`config.mk`:
```
export PLATFORM = sky130hd
export DESIGN_NAME = ber_tlv_header_parser_flat
export DESIGN_NICKNAME = d
export VERILOG_FILES = /design/src/rtl/btlv_pkg.sv /design/src/rtl/btlv_if.sv /design/src/rtl/ber_tlv_header_parser.sv /design/src/rtl/btlv_parser.sv /design/src/rtl/btlv_result_queue.sv /design/src/flat_wrapper.sv
export SDC_FILE = /design/constraint.sdc
export NUM_CORES = 1
export LEC_CHECK = 0
export ABC_AREA = 1
export BUFFER_PORTS_ARGS = -buffer_cell sky130_fd_sc_hd__buf_4
export CORE_ASPECT_RATIO = 1.2
export CORE_UTILIZATION = 51
export CTS_BUF_LIST = sky130_fd_sc_hd__clkbuf_8
export DETAILED_ROUTE_END_ITERATION = 6
export MAX_ROUTING_LAYER = met4
export PLACE_DENSITY = 0.69
export SETUP_SLACK_MARGIN = 0.3
export SYNTH_ARGS = -nofsm -noshare
export SYNTH_HDL_FRONTEND = slang
export SYNTH_SLANG_ARGS = --single-unit
```
`constraint.sdc`:
```
create_clock -name clock -period 4 [get_ports clock]
set_input_delay 0.8 -clock clock [delete_from_list [all_inputs] [get_ports clock]]
set_output_delay 0.8 -clock clock [all_outputs]
set_load 0.005 [all_outputs]
```
`src/rtl/btlv_pkg.sv`:
```
// ----------------------------------------------------------------------------
// btlv_pkg: shared types and constants of the BER-TLV header parser
// Parse phases, summary status codes, the result record and the small
// structs passed between the parser and the result queue.
// ----------------------------------------------------------------------------
package btlv_pkg;

   typedef enum logic [2:0] {
      PH_SKIP,
      PH_TAGCONT,
      PH_LEN1,
      PH_LENN,
      PH_VALUE,
      PH_ERROR
   } btlv_phase_type;

   typedef enum logic [2:0] {
      STATUS_OK           = 3'd0,
      STATUS_EMPTY        = 3'd1,
      STATUS_TRUNCATED    = 3'd2,
      STATUS_BAD_LENGTH   = 3'd3,
      STATUS_OVERRUN      = 3'd4,
      STATUS_TAG_TOO_LONG = 3'd5
   } btlv_status_type;

   localparam logic KIND_HEADER  = 1'b0;
   localparam logic KIND_SUMMARY = 1'b1;

   localparam logic [7:0] PAD_BYTE      = 8'h00;
   localparam logic [4:0] LONG_TAG_CODE = 5'h1f;

   localparam int unsigned MAX_LENGTH_BYTES = 4;

   localparam int unsigned QUEUE_DEPTH = 4;
   localparam int unsigned QUEUE_PTR_W = $clog2(QUEUE_DEPTH);
   localparam int unsigned QUEUE_LVL_W = $clog2(QUEUE_DEPTH + 1);

   typedef struct packed {
      logic            kind;
      logic [2:0]      class_bits;
      logic [27:0]     tag_number;
      logic [31:0]     value_length;
      logic [15:0]     value_offset;
      logic [15:0]     element_count;
      btlv_status_type status;
      logic            last_result;
   } btlv_result_type;

   // up to two results per input byte, res_a goes out first
   typedef struct packed {
      logic [1:0]      count;
      btlv_result_type res_a;
      btlv_result_type res_b;
   } btlv_push_type;

   typedef struct packed {
      logic                   room;
      logic [QUEUE_LVL_W-1:0] level;
   } btlv_queue_status_type;

   typedef struct packed {
      btlv_phase_type phase;
      logic           count_zero;
   } btlv_parse_status_type;

endpackage

```
`src/rtl/btlv_if.sv`:
```
// ----------------------------------------------------------------------------
// btlv channel interfaces
// Valid/ready channels for input bytes, results and the mode register.
// ----------------------------------------------------------------------------
interface btlv_req_if;
   logic       valid;
   logic       ready;
   logic [7:0] data_byte;
   logic       end_of_buffer;

   modport source (output valid, output data_byte, output end_of_buffer, input ready);
   modport sink   (input valid, input data_byte, input end_of_buffer, output ready);
endinterface

interface btlv_rsp_if;
   logic        valid;
   logic        ready;
   logic        kind;
   logic [2:0]  class_bits;
   logic [27:0] tag_number;
   logic [31:0] value_length;
   logic [15:0] value_offset;
   logic [15:0] element_count;
   logic [2:0]  status;
   logic        last_result;

   modport source (output valid, output kind, output class_bits, output tag_number,
                   output value_length, output value_offset, output element_count,
                   output status, output last_result, input ready);
   modport sink   (input valid, input kind, input class_bits, input tag_number,
                   input value_length, input value_offset, input element_count,
                   input status, input last_result, output ready);
endinterface

interface btlv_csr_if;
   logic valid;
   logic ready;
   logic values_present;

   modport source (output valid, output values_present, input ready);
   modport sink   (input valid, input values_present, output ready);
endinterface

```
`src/rtl/ber_tlv_header_parser.sv`:
```
// ----------------------------------------------------------------------------
// ber_tlv_header_parser: streaming BER/DER tag-length header parser
//
// req_chan carries one buffer byte per transfer, with end_of_buffer on the
// final byte. Padding 0x00 bytes before a tag are skipped; each completed
// header (tag and length) gives one result on rsp_chan, and the final byte
// of a buffer adds a summary result with the element count and a status.
// csr_chan writes values_present (1 = value bytes follow each header,
// 0 = tag-length list); write it only while the block is idle.
// A result enters the queue as its byte is accepted and is offered on
// rsp_chan from the queue's registered head. One byte per cycle is taken
// while req_chan.ready is high; the parse state is registered per byte.
// Results wait in a four-entry queue; req_chan.ready is low while more than
// two are queued, so a stalled receiver holds off the input and none is lost.
// Reset: values_present returns to 1, the parser waits for a tag at buffer
// offset zero and the queue is empty.
// ----------------------------------------------------------------------------
module ber_tlv_header_parser #(
   parameter longint unsigned MAX_BUFFER_BYTES   = 65536,
   parameter int unsigned     MAX_TAG_CONT_BYTES = 4
) (
   input  logic       clock,
   input  logic       reset,
   btlv_req_if.sink   req_chan,
   btlv_rsp_if.source rsp_chan,
   btlv_csr_if.sink   csr_chan
);
   import btlv_pkg::*;

   btlv_push_type         push;
   btlv_queue_status_type queue_status;
   btlv_parse_status_type parse_status;

   btlv_parser #(
      .MAX_BUFFER_BYTES   (MAX_BUFFER_BYTES),
      .MAX_TAG_CONT_BYTES (MAX_TAG_CONT_BYTES)
   ) u_parser (
      .clock        (clock),
      .reset        (reset),
      .req          (req_chan),
      .csr          (csr_chan),
      .queue_status (queue_status),
      .push         (push),
      .parse_status (parse_status)
   );

   btlv_result_queue u_queue (
      .clock        (clock),
      .reset        (reset),
      .push         (push),
      .rsp          (rsp_chan),
      .queue_status (queue_status)
   );

   // queue never holds more results than it has slots
   a_queue_bound: assert property (@(posedge clock) disable iff (reset)
      queue_status.level <= QUEUE_LVL_W'(QUEUE_DEPTH))
      else $error("result queue overflow");

   // no byte is taken unless both results it may cause fit
   a_room_before_accept: assert property (@(posedge clock) disable iff (reset)
      (req_chan.valid && req_chan.ready) |->
         (queue_status.level <= QUEUE_LVL_W'(QUEUE_DEPTH - 2)))
      else $error("byte accepted without queue room");

   // a summary always closes the results of its byte
   a_summary_last: assert property (@(posedge clock) disable iff (reset)
      (rsp_chan.valid && (rsp_chan.kind == KIND_SUMMARY)) |-> rsp_chan.last_result)
      else $error("summary result without last_result");

   // the byte that ends a buffer leaves a fresh parse behind
   a_buffer_end_clears: assert property (@(posedge clock) disable iff (reset)
      (req_chan.valid && req_chan.ready && req_chan.end_of_buffer) |=>
         ((parse_status.phase == PH_SKIP) && parse_status.count_zero))
      else $error("parse state not cleared after end of buffer");

endmodule

```
`src/rtl/btlv_parser.sv`:
```
// ----------------------------------------------------------------------------
// btlv_parser: per-byte header parse state
// Updates the parse state for each accepted byte and builds the header and
// end-of-buffer results that the byte causes.
// ----------------------------------------------------------------------------
module btlv_parser #(
   parameter longint unsigned MAX_BUFFER_BYTES   = 65536,
   parameter int unsigned     MAX_TAG_CONT_BYTES = 4
) (
   input  logic                           clock,
   input  logic                           reset,
   btlv_req_if.sink                       req,
   btlv_csr_if.sink                       csr,
   input  btlv_pkg::btlv_queue_status_type queue_status,
   output btlv_pkg::btlv_push_type        push,
   output btlv_pkg::btlv_parse_status_type parse_status
);
   import btlv_pkg::*;

   localparam int unsigned POS_W  = $clog2(MAX_BUFFER_BYTES);
   localparam int unsigned SEEN_W = $clog2(MAX_TAG_CONT_BYTES + 2);
   localparam logic [POS_W-1:0]  POS_LAST   = POS_W'(MAX_BUFFER_BYTES - 1);
   localparam logic [SEEN_W-1:0] SEEN_LIMIT = SEEN_W'(MAX_TAG_CONT_BYTES);

   logic                values_present_ff;
   btlv_phase_type      phase_ff, phase_in;
   logic [27:0]         tag_acc_ff, tag_acc_in;
   logic [SEEN_W-1:0]   tag_seen_ff, tag_seen_in;
   logic [2:0]          class_ff, class_in;
   logic [31:0]         len_acc_ff, len_acc_in;
   logic [2:0]          len_left_ff, len_left_in;
   logic [31:0]         value_left_ff, value_left_in;
   logic [POS_W-1:0]    pos_ff, pos_in;
   logic [15:0]         count_ff, count_in;
   btlv_status_type     error_ff, error_in;

   logic                accept;
   logic                hdr;
   logic [POS_W-1:0]    next_pos;
   logic [15:0]         count_sat;
   logic [SEEN_W-1:0]   seen_inc;
   btlv_status_type     sum_status;
   btlv_result_type     hdr_res, sum_res;

   assign req.ready = queue_status.room;
   assign csr.ready = 1'b1;
   assign accept    = req.valid && req.ready;

   assign parse_status.phase      = phase_ff;
   assign parse_status.count_zero = (count_ff == 16'd0);

   always_comb begin
      phase_in      = phase_ff;
      tag_acc_in    = tag_acc_ff;
      tag_seen_in   = tag_seen_ff;
      class_in      = class_ff;
      len_acc_in    = len_acc_ff;
      len_left_in   = len_left_ff;
      value_left_in = value_left_ff;
      pos_in        = pos_ff;
      count_in      = count_ff;
      error_in      = error_ff;
      hdr           = 1'b0;
      sum_status    = STATUS_OK;
      hdr_res       = '0;
      sum_res       = '0;
      push          = '0;

      next_pos  = (pos_ff == POS_LAST) ? '0 : pos_ff + 1'b1;
      count_sat = (count_ff == 16'hffff) ? count_ff : count_ff + 16'd1;
      seen_inc  = tag_seen_ff + 1'b1;

      if (accept) begin
         unique case (phase_ff)
            PH_SKIP: begin
               if (req.data_byte != PAD_BYTE) begin
                  class_in = req.data_byte[7:5];
                  if (req.data_byte[4:0] == LONG_TAG_CODE) begin
                     tag_acc_in  = '0;
                     tag_seen_in = '0;
                     phase_in    = PH_TAGCONT;
                  end else begin
                     tag_acc_in = 28'(req.data_byte[4:0]);
                     phase_in   = PH_LEN1;
                  end
               end
            end
            PH_TAGCONT: begin
               tag_seen_in = seen_inc;
               if (seen_inc > SEEN_LIMIT) begin
                  error_in = STATUS_TAG_TOO_LONG;
                  phase_in = PH_ERROR;
               end else begin
                  tag_acc_in = {tag_acc_ff[20:0], req.data_byte[6:0]};
                  if (!req.data_byte[7]) begin
                     phase_in = PH_LEN1;
                  end
               end
            end
            PH_LEN1: begin
               if (req.data_byte[7]) begin
                  if ((req.data_byte[6:0] == 7'd0) ||
                      (req.data_byte[6:0] > 7'(MAX_LENGTH_BYTES))) begin
                     error_in = STATUS_BAD_LENGTH;
                     phase_in = PH_ERROR;
                  end else begin
                     len_acc_in  = '0;
                     len_left_in = req.data_byte[2:0];
                     phase_in    = PH_LENN;
                  end
               end else begin
                  len_acc_in = 32'(req.data_byte);
                  hdr        = 1'b1;
               end
            end
            PH_LENN: begin
               len_acc_in  = {len_acc_ff[23:0], req.data_byte};
               len_left_in = len_left_ff - 3'd1;
               if (len_left_ff == 3'd1) begin
                  hdr = 1'b1;
               end
            end
            PH_VALUE: begin
               value_left_in = value_left_ff - 32'd1;
               if (value_left_ff == 32'd1) begin
                  phase_in = PH_SKIP;
               end
            end
            default: begin
            end
         endcase

         if (hdr) begin
            count_in = count_sat;
            if (values_present_ff && (len_acc_in != 32'd0)) begin
               value_left_in = len_acc_in;
               phase_in      = PH_VALUE;
            end else begin
               phase_in = PH_SKIP;
            end
         end
         pos_in = next_pos;

         priority if (error_in != STATUS_OK) begin
            sum_status = error_in;
         end else if ((phase_in == PH_TAGCONT) || (phase_in == PH_LEN1) ||
                      (phase_in == PH_LENN)) begin
            sum_status = STATUS_TRUNCATED;
         end else if ((phase_in == PH_VALUE) && (value_left_in != 32'd0)) begin
            sum_status = STATUS_OVERRUN;
         end else if (count_in == 16'd0) begin
            sum_status = STATUS_EMPTY;
         end else begin
            sum_status = STATUS_OK;
         end

         hdr_res.kind          = KIND_HEADER;
         hdr_res.class_bits    = class_in;
         hdr_res.tag_number    = tag_acc_in;
         hdr_res.value_length  = len_acc_in;
         hdr_res.value_offset  = 16'(next_pos);
         hdr_res.element_count = count_in;
         hdr_res.status        = STATUS_OK;
         hdr_res.last_result   = !req.end_of_buffer;

         sum_res.kind          = KIND_SUMMARY;
         sum_res.value_offset  = 16'(next_pos);
         sum_res.element_count = count_in;
         sum_res.status        = sum_status;
         sum_res.last_result   = 1'b1;

         if (hdr && req.end_of_buffer) begin
            push.count = 2'd2;
            push.res_a = hdr_res;
            push.res_b = sum_res;
         end else if (hdr) begin
            push.count = 2'd1;
            push.res_a = hdr_res;
         end else if (req.end_of_buffer) begin
            push.count = 2'd1;
            push.res_a = sum_res;
         end

         // buffer done: back to a fresh parse
         if (req.end_of_buffer) begin
            phase_in      = PH_SKIP;
            tag_acc_in    = '0;
            tag_seen_in   = '0;
            class_in      = '0;
            len_acc_in    = '0;
            len_left_in   = '0;
            value_left_in = '0;
            pos_in        = '0;
            count_in      = '0;
            error_in      = STATUS_OK;
         end
      end
   end

   always_ff @(posedge clock) begin
      if (reset) begin
         values_present_ff <= 1'b1;
         phase_ff          <= PH_SKIP;
         tag_acc_ff        <= '0;
         tag_seen_ff       <= '0;
         class_ff          <= '0;
         len_acc_ff        <= '0;
         len_left_ff       <= '0;
         value_left_ff     <= '0;
         pos_ff            <= '0;
         count_ff          <= '0;
         error_ff          <= STATUS_OK;
      end else begin
         if (csr.valid) begin
            values_present_ff <= csr.values_present;
         end
         phase_ff      <= phase_in;
         tag_acc_ff    <= tag_acc_in;
         tag_seen_ff   <= tag_seen_in;
         class_ff      <= class_in;
         len_acc_ff    <= len_acc_in;
         len_left_ff   <= len_left_in;
         value_left_ff <= value_left_in;
         pos_ff        <= pos_in;
         count_ff      <= count_in;
         error_ff      <= error_in;
      end
   end

endmodule

```
`src/rtl/btlv_result_queue.sv`:
```
// ----------------------------------------------------------------------------
// btlv_result_queue: result buffer in front of the response channel
// Takes up to two results per cycle from the parser and hands them out one
// transfer at a time.
// ----------------------------------------------------------------------------
module btlv_result_queue (
   input  logic                            clock,
   input  logic                            reset,
   input  btlv_pkg::btlv_push_type         push,
   btlv_rsp_if.source                      rsp,
   output btlv_pkg::btlv_queue_status_type queue_status
);
   import btlv_pkg::*;

   btlv_result_type         slot_ff [QUEUE_DEPTH];
   logic [QUEUE_PTR_W-1:0]  rd_ptr_ff, rd_ptr_in;
   logic [QUEUE_PTR_W-1:0]  wr_ptr_ff, wr_ptr_in;
   logic [QUEUE_PTR_W-1:0]  wr_ptr_next;
   logic [QUEUE_LVL_W-1:0]  level_ff, level_in;
   logic                    pop;
   btlv_result_type         head;

   assign pop         = rsp.valid && rsp.ready;
   assign wr_ptr_next = wr_ptr_ff + 1'b1;
   assign head        = slot_ff[rd_ptr_ff];

   assign rsp.valid         = (level_ff != '0);
   assign rsp.kind          = head.kind;
   assign rsp.class_bits    = head.class_bits;
   assign rsp.tag_number    = head.tag_number;
   assign rsp.value_length  = head.value_length;
   assign rsp.value_offset  = head.value_offset;
   assign rsp.element_count = head.element_count;
   assign rsp.status        = head.status;
   assign rsp.last_result   = head.last_result;

   // room for two more results, decided from the registered level only
   assign queue_status.room  = (level_ff <= QUEUE_LVL_W'(QUEUE_DEPTH - 2));
   assign queue_status.level = level_ff;

   always_comb begin
      rd_ptr_in = pop ? rd_ptr_ff + 1'b1 : rd_ptr_ff;
      wr_ptr_in = wr_ptr_ff + QUEUE_PTR_W'(push.count);
      level_in  = level_ff + QUEUE_LVL_W'(push.count) - QUEUE_LVL_W'(pop);
   end

   always_ff @(posedge clock) begin
      if (reset) begin
         rd_ptr_ff <= '0;
         wr_ptr_ff <= '0;
         level_ff  <= '0;
      end else begin
         rd_ptr_ff <= rd_ptr_in;
         wr_ptr_ff <= wr_ptr_in;
         level_ff  <= level_in;
      end
   end

   always_ff @(posedge clock) begin
      if (push.count != 2'd0) begin
         slot_ff[wr_ptr_ff] <= push.res_a;
      end
      if (push.count == 2'd2) begin
         slot_ff[wr_ptr_next] <= push.res_b;
      end
   end

endmodule

```
`src/flat_wrapper.sv`:
```
// flat-port wrapper written by rule: the top's interface ports become plain ports
module ber_tlv_header_parser_flat import btlv_pkg::*;
#(
   parameter longint unsigned MAX_BUFFER_BYTES   = 65536,
   parameter int unsigned     MAX_TAG_CONT_BYTES = 4
)
  (clock, reset, req_chan_valid, req_chan_data_byte, req_chan_end_of_buffer, req_chan_ready, rsp_chan_valid, rsp_chan_kind, rsp_chan_class_bits, rsp_chan_tag_number, rsp_chan_value_length, rsp_chan_value_offset, rsp_chan_element_count, rsp_chan_status, rsp_chan_last_result, rsp_chan_ready, csr_chan_valid, csr_chan_values_present, csr_chan_ready);
  btlv_req_if req_chan_i ();
  btlv_rsp_if rsp_chan_i ();
  btlv_csr_if csr_chan_i ();
  input  logic clock;
  input  logic reset;
  input wire logic [$bits(req_chan_i.valid)-1:0] req_chan_valid;
  input wire logic [$bits(req_chan_i.data_byte)-1:0] req_chan_data_byte;
  input wire logic [$bits(req_chan_i.end_of_buffer)-1:0] req_chan_end_of_buffer;
  output wire logic [$bits(req_chan_i.ready)-1:0] req_chan_ready;
  output wire logic [$bits(rsp_chan_i.valid)-1:0] rsp_chan_valid;
  output wire logic [$bits(rsp_chan_i.kind)-1:0] rsp_chan_kind;
  output wire logic [$bits(rsp_chan_i.class_bits)-1:0] rsp_chan_class_bits;
  output wire logic [$bits(rsp_chan_i.tag_number)-1:0] rsp_chan_tag_number;
  output wire logic [$bits(rsp_chan_i.value_length)-1:0] rsp_chan_value_length;
  output wire logic [$bits(rsp_chan_i.value_offset)-1:0] rsp_chan_value_offset;
  output wire logic [$bits(rsp_chan_i.element_count)-1:0] rsp_chan_element_count;
  output wire logic [$bits(rsp_chan_i.status)-1:0] rsp_chan_status;
  output wire logic [$bits(rsp_chan_i.last_result)-1:0] rsp_chan_last_result;
  input wire logic [$bits(rsp_chan_i.ready)-1:0] rsp_chan_ready;
  input wire logic [$bits(csr_chan_i.valid)-1:0] csr_chan_valid;
  input wire logic [$bits(csr_chan_i.values_present)-1:0] csr_chan_values_present;
  output wire logic [$bits(csr_chan_i.ready)-1:0] csr_chan_ready;
  assign req_chan_i.valid = req_chan_valid;
  assign req_chan_i.data_byte = req_chan_data_byte;
  assign req_chan_i.end_of_buffer = req_chan_end_of_buffer;
  assign req_chan_ready = req_chan_i.ready;
  assign rsp_chan_valid = rsp_chan_i.valid;
  assign rsp_chan_kind = rsp_chan_i.kind;
  assign rsp_chan_class_bits = rsp_chan_i.class_bits;
  assign rsp_chan_tag_number = rsp_chan_i.tag_number;
  assign rsp_chan_value_length = rsp_chan_i.value_length;
  assign rsp_chan_value_offset = rsp_chan_i.value_offset;
  assign rsp_chan_element_count = rsp_chan_i.element_count;
  assign rsp_chan_status = rsp_chan_i.status;
  assign rsp_chan_last_result = rsp_chan_i.last_result;
  assign rsp_chan_i.ready = rsp_chan_ready;
  assign csr_chan_i.valid = csr_chan_valid;
  assign csr_chan_i.values_present = csr_chan_values_present;
  assign csr_chan_ready = csr_chan_i.ready;
  ber_tlv_header_parser #(.MAX_BUFFER_BYTES(MAX_BUFFER_BYTES), .MAX_TAG_CONT_BYTES(MAX_TAG_CONT_BYTES)) u_core (.clock(clock), .reset(reset), .req_chan(req_chan_i), .rsp_chan(rsp_chan_i), .csr_chan(csr_chan_i));
endmodule
```
==> impl_metrics.py <==
metrics = {
    "outcome": {
        "status": "finished, final reports clean",
    },
    "grt": {
        "grt_max_degree": 201,
        "grt_pass1_vias": 22200,
        "overflow": 0,
        "grt_first_pass_wirelength_um": 118000,
        "antenna_found_initial": 2,
        "track_usage_pct": 30.1,
    },
    "cts": {
        "insertion_delay_ns": 0.69,
        "cts_root_buffer": "clkbuf_8",
        "clock_sink_count": 549,
        "clk_path_buf_depth": 3,
        "cts_resized": 0,
        "path_clk_slew_ns": 0.05,
        "cts_made_buffers": 86,
        "cts_tree": "done",
        "h-tree-depth": 3,
        "cts_setup_buffers": 0,
        "holdBufCountCts": 0,
    },
    "power": {
        "p_per_area_mw_per_mm2": 478,
        "pwr-share-clk_pct": 32.3,
        "p_int_mw": 9.26,
        "p_comb_share_pct": 24.2,
        "p_leak_nw": 10.9,
        "p_total_mw": 13.6,
        "swShare_pct": 32.2,
        "power_frac_seq_pct": 43.5,
        "ir_drop_uv": 452,
        "power.switching_mw": 4.39,
    },
    "yosys": {
        "synthDominantCellAreaShare_pct": 31.8,
        "yosys.area.top_type": "dfxtp_1",
        "yosysSeqAreaShare_pct": 49.4,
        "syn-mean-instance-area_sq_um": 7.61,
        "async_reset_ff_share_pct": 0,
        "ys_dominant_reg_cell": "dfxtp_1",
        "synthMostInstantiatedCell": "nor2_1",
        "synth-edff-count": 148,
        "syn_area_sq_mm": 0.0252,
        "synth_seq_cells": 549,
        "synth_cells": 3316,
        "ys_types": 43,
        "ys_warn_count": 0,
        "synth_area_leaders": "dfxtp_1 32%, edfxtp_1 18%, o21ai_0 9.8%, nor2_1 7.4%, nand2_1 7.1%",
        "yosys-top-cells-count": "497 x nor2_1, 493 x o21ai_0, 475 x nand2_1",
        "syn_nets": 3346,
    },
    "floorplan": {
        "chipWidth_um": 205,
        "start_util_pct": 52.1,
        "row_count": 88,
        "core_area_sq_mm": 0.0484,
        "die_y_um": 246,
        "dieArea_sq_mm": 0.0504,
        "ioPinCount": 118,
    },
    "setup_path": {
        "rr_endpoint": "u_core.u_queue.slot_ff[3][3]",
        "worst-r2r-cell-count": 19,
        "path_max_fanout": 200,
        "critical_path_class": "flip-flop to output port",
        "worstPathArrival_ns": 2.61,
        "r2r-start": "u_core.u_parser.phase_ff[1]",
        "worst_path_largest_cell_delay_ns": 0.46,
        "start_kind": "flip-flop",
        "worst_ep_required_time_ns": 3.20,
        "worst_setup_path_end_kind": "output port",
        "r2r_slack_ns": 0.62,
        "crit_chain": "buf_12, o21ai_0, o22ai_1, buf_4",
        "slowest_stage": "buf_12",
    },
    "route": {
        "routedWlPerCell_um": 18.5,
        "drt_first_iter_violations": 1984,
        "via_per_inst": 5.74,
        "first_pass_iters": 5,
        "drc": 0,
        "postRouteWirelength_um": 75000,
        "ant_nets": 0,
        "num_vias": 23300,
    },
    "sta": {
        "fin_hold_ws_ns": 0.334,
        "hold_viol_final": 0,
        "setup_viol": 0,
        "period_share_pct": 85.4,
        "finalCriticalPeriod_ns": 3.41,
        "tightest_slew_ns": 1.09,
        "rsz0062_at_grt": "false",
        "clock.fmax_mhz": 293,
        "slew_viol_final": 0,
        "clock_skew_ns": 0.0309,
        "maxSlewHeadroom_pct": 27.1,
        "fin_ws_ns": 0.586,
    },
    "job": {
        "drv_cap": 0,
    },
    "hold_path": {
        "whs_endpoint": "u_core.u_parser.values_present_ff",
        "worstHoldStart": "csr_chan_valid",
        "whs_path_depth": 2,
        "hp-class": "input port to flip-flop",
    },
    "placement": {
        "dp_slack_ns": -0.0273,
        "gp_congestion": 0.973,
        "dpl.hpwl_um": 47100,
        "portBuffers": 116,
    },
    "final_layout": {
        "drive_gt1_share_pct": 10.7,
        "syn2layout_area_growth_pct": 13.1,
        "fin_nets": 3395,
        "fillCellCount": 4434,
    },
}
layout make-up:
cell class,count,area [sq um],area share [%]
Sequential cell,549,12500,43.7
Antenna cell,3,7.51,0.0263
Clock inverter,50,215,0.753
Inverter,257,977,3.42
Tap cell,630,788,2.76
Timing Repair Buffer,194,1820,6.38
Clock buffer,98,1350,4.72
Multi-Input combinational cell,2277,10900,38.2
flip-flops by register name, indices dropped and copies added (netlist names), 16 cells and up, named ones only:
register	cells
u_core.u_queue.slot_ff	400
u_core.u_parser.len_acc_ff	32
u_core.u_parser.value_left_ff	32
u_core.u_parser.tag_acc_ff	28
u_core.u_parser.count_ff	16
u_core.u_parser.pos_ff	16
layer usage:
| metal | GRT usage [%] | routed length [um] | vias to the layer above |
|---|---|---|---|
| li1 | - | - | 11200 |
| met1 | 36.6 | 30700 | 11100 |
| met2 | 49.8 | 36800 | 871 |
| met3 | 4.00 | 4860 | 147 |
| met4 | 13.5 | 2600 | 0 |
| met5 | - | 0 | - |
cell usage in the layout, fill, tap and decap left out, types with 3 or more instances in the layout:
cell type  Yosys  routed
ha_1          14      14
nand2_2        4       4
clkinv_1       2       9
dfxtp_1      401     399
nand4_1       15      15
nand3_1      335     335
buf_12         0      29
inv_1        247     269
nand2_1      475     474
buf_4          1     164
diode_2        0       3
a211oi_1       3       3
clkinv_2       0      10
o21ai_0      493     493
nor3_1        26      26
nor4_1         9       9
clkbuf_8       0      98
o32ai_1        3       3
nor2_2         3       3
or2_2          5       5
edfxtp_1     148     148
nor2_1       497     495
a21oi_2       14      18
o22ai_1      135     135
o21ai_1        5       5
nor2_4         1       3
xnor2_1       15      15
a21oi_1      172     168
xor2_1        38      37
inv_2          8      13
cell families (layout without fill, tap and decap cells):
| family | after synthesis | after routing | share of synthesized area, % |
|---|---|---|---|
| buf+inv | 490 | 599 | 7.61 |
| other cells | 1 | 4 | 0.0149 |
| fa+ha+maj | 15 | 15 | 0.773 |
| xor+xnor | 53 | 53 | 1.84 |
| simple gates | 1376 | 1376 | 22.8 |
| flops | 549 | 549 | 49.4 |
| compound gates | 832 | 832 | 17.6 |
through the flow:
stage                     cells  util (%)  TNS, ns  cell area, sq um
after floorplan            3316         -        0             25200
after global placement     3907      55.6        0             27000
after detailed placement   3907      55.6  -0.0807             27000
after CTS                  4055      58.9        0             28500
after global routing       4057      59.0        0             28600
final                      4058      59.0        0             28600
critical path: cells and delay by family (launching register included):
family                 cells  cell delay [ns]
DFF                        1             0.38
AOI/OAI and AO/OA          2             0.60
buffers and inverters      2             0.65
how the worst max path moves through the flow:
stage | to | slack, ns | start | cells past startpoint
3_3_place_gp | u_core.u_queue.slot_ff[0][3] | 0.10 | req_chan_data_byte[5] | 23
4_1_cts | u_core.u_queue.slot_ff[2][17] | 0.59 | u_core.u_parser.phase_ff[1] | 14
2_1_floorplan | u_core.u_queue.slot_ff[1][0] | 0.31 | req_chan_data_byte[7] | 13
5_1_grt | u_core.u_queue.slot_ff[3][3] | 0.31 | u_core.u_parser.phase_ff[1] | 19
6_report | rsp_chan_value_length[0] | 0.59 | flip-flop | 4
3_5_place_dp | u_core.u_queue.slot_ff[3][3] | -0.03 | req_chan_data_byte[5] | 23
power by group through the flow:
stage          Combinational [mW]  Clock, mW  Sequential [mW]
6_report                     3.30       4.40             5.94
5_1_grt                      3.58       4.72             5.95
4_1_cts                      3.27       4.48             5.94
3_5_place_dp                 3.26          0             6.06
3_3_place_gp                 3.20          0             6.05
2_1_floorplan                1.89          0             6.02
Note: power is estimated with default switching activity, not from simulation.
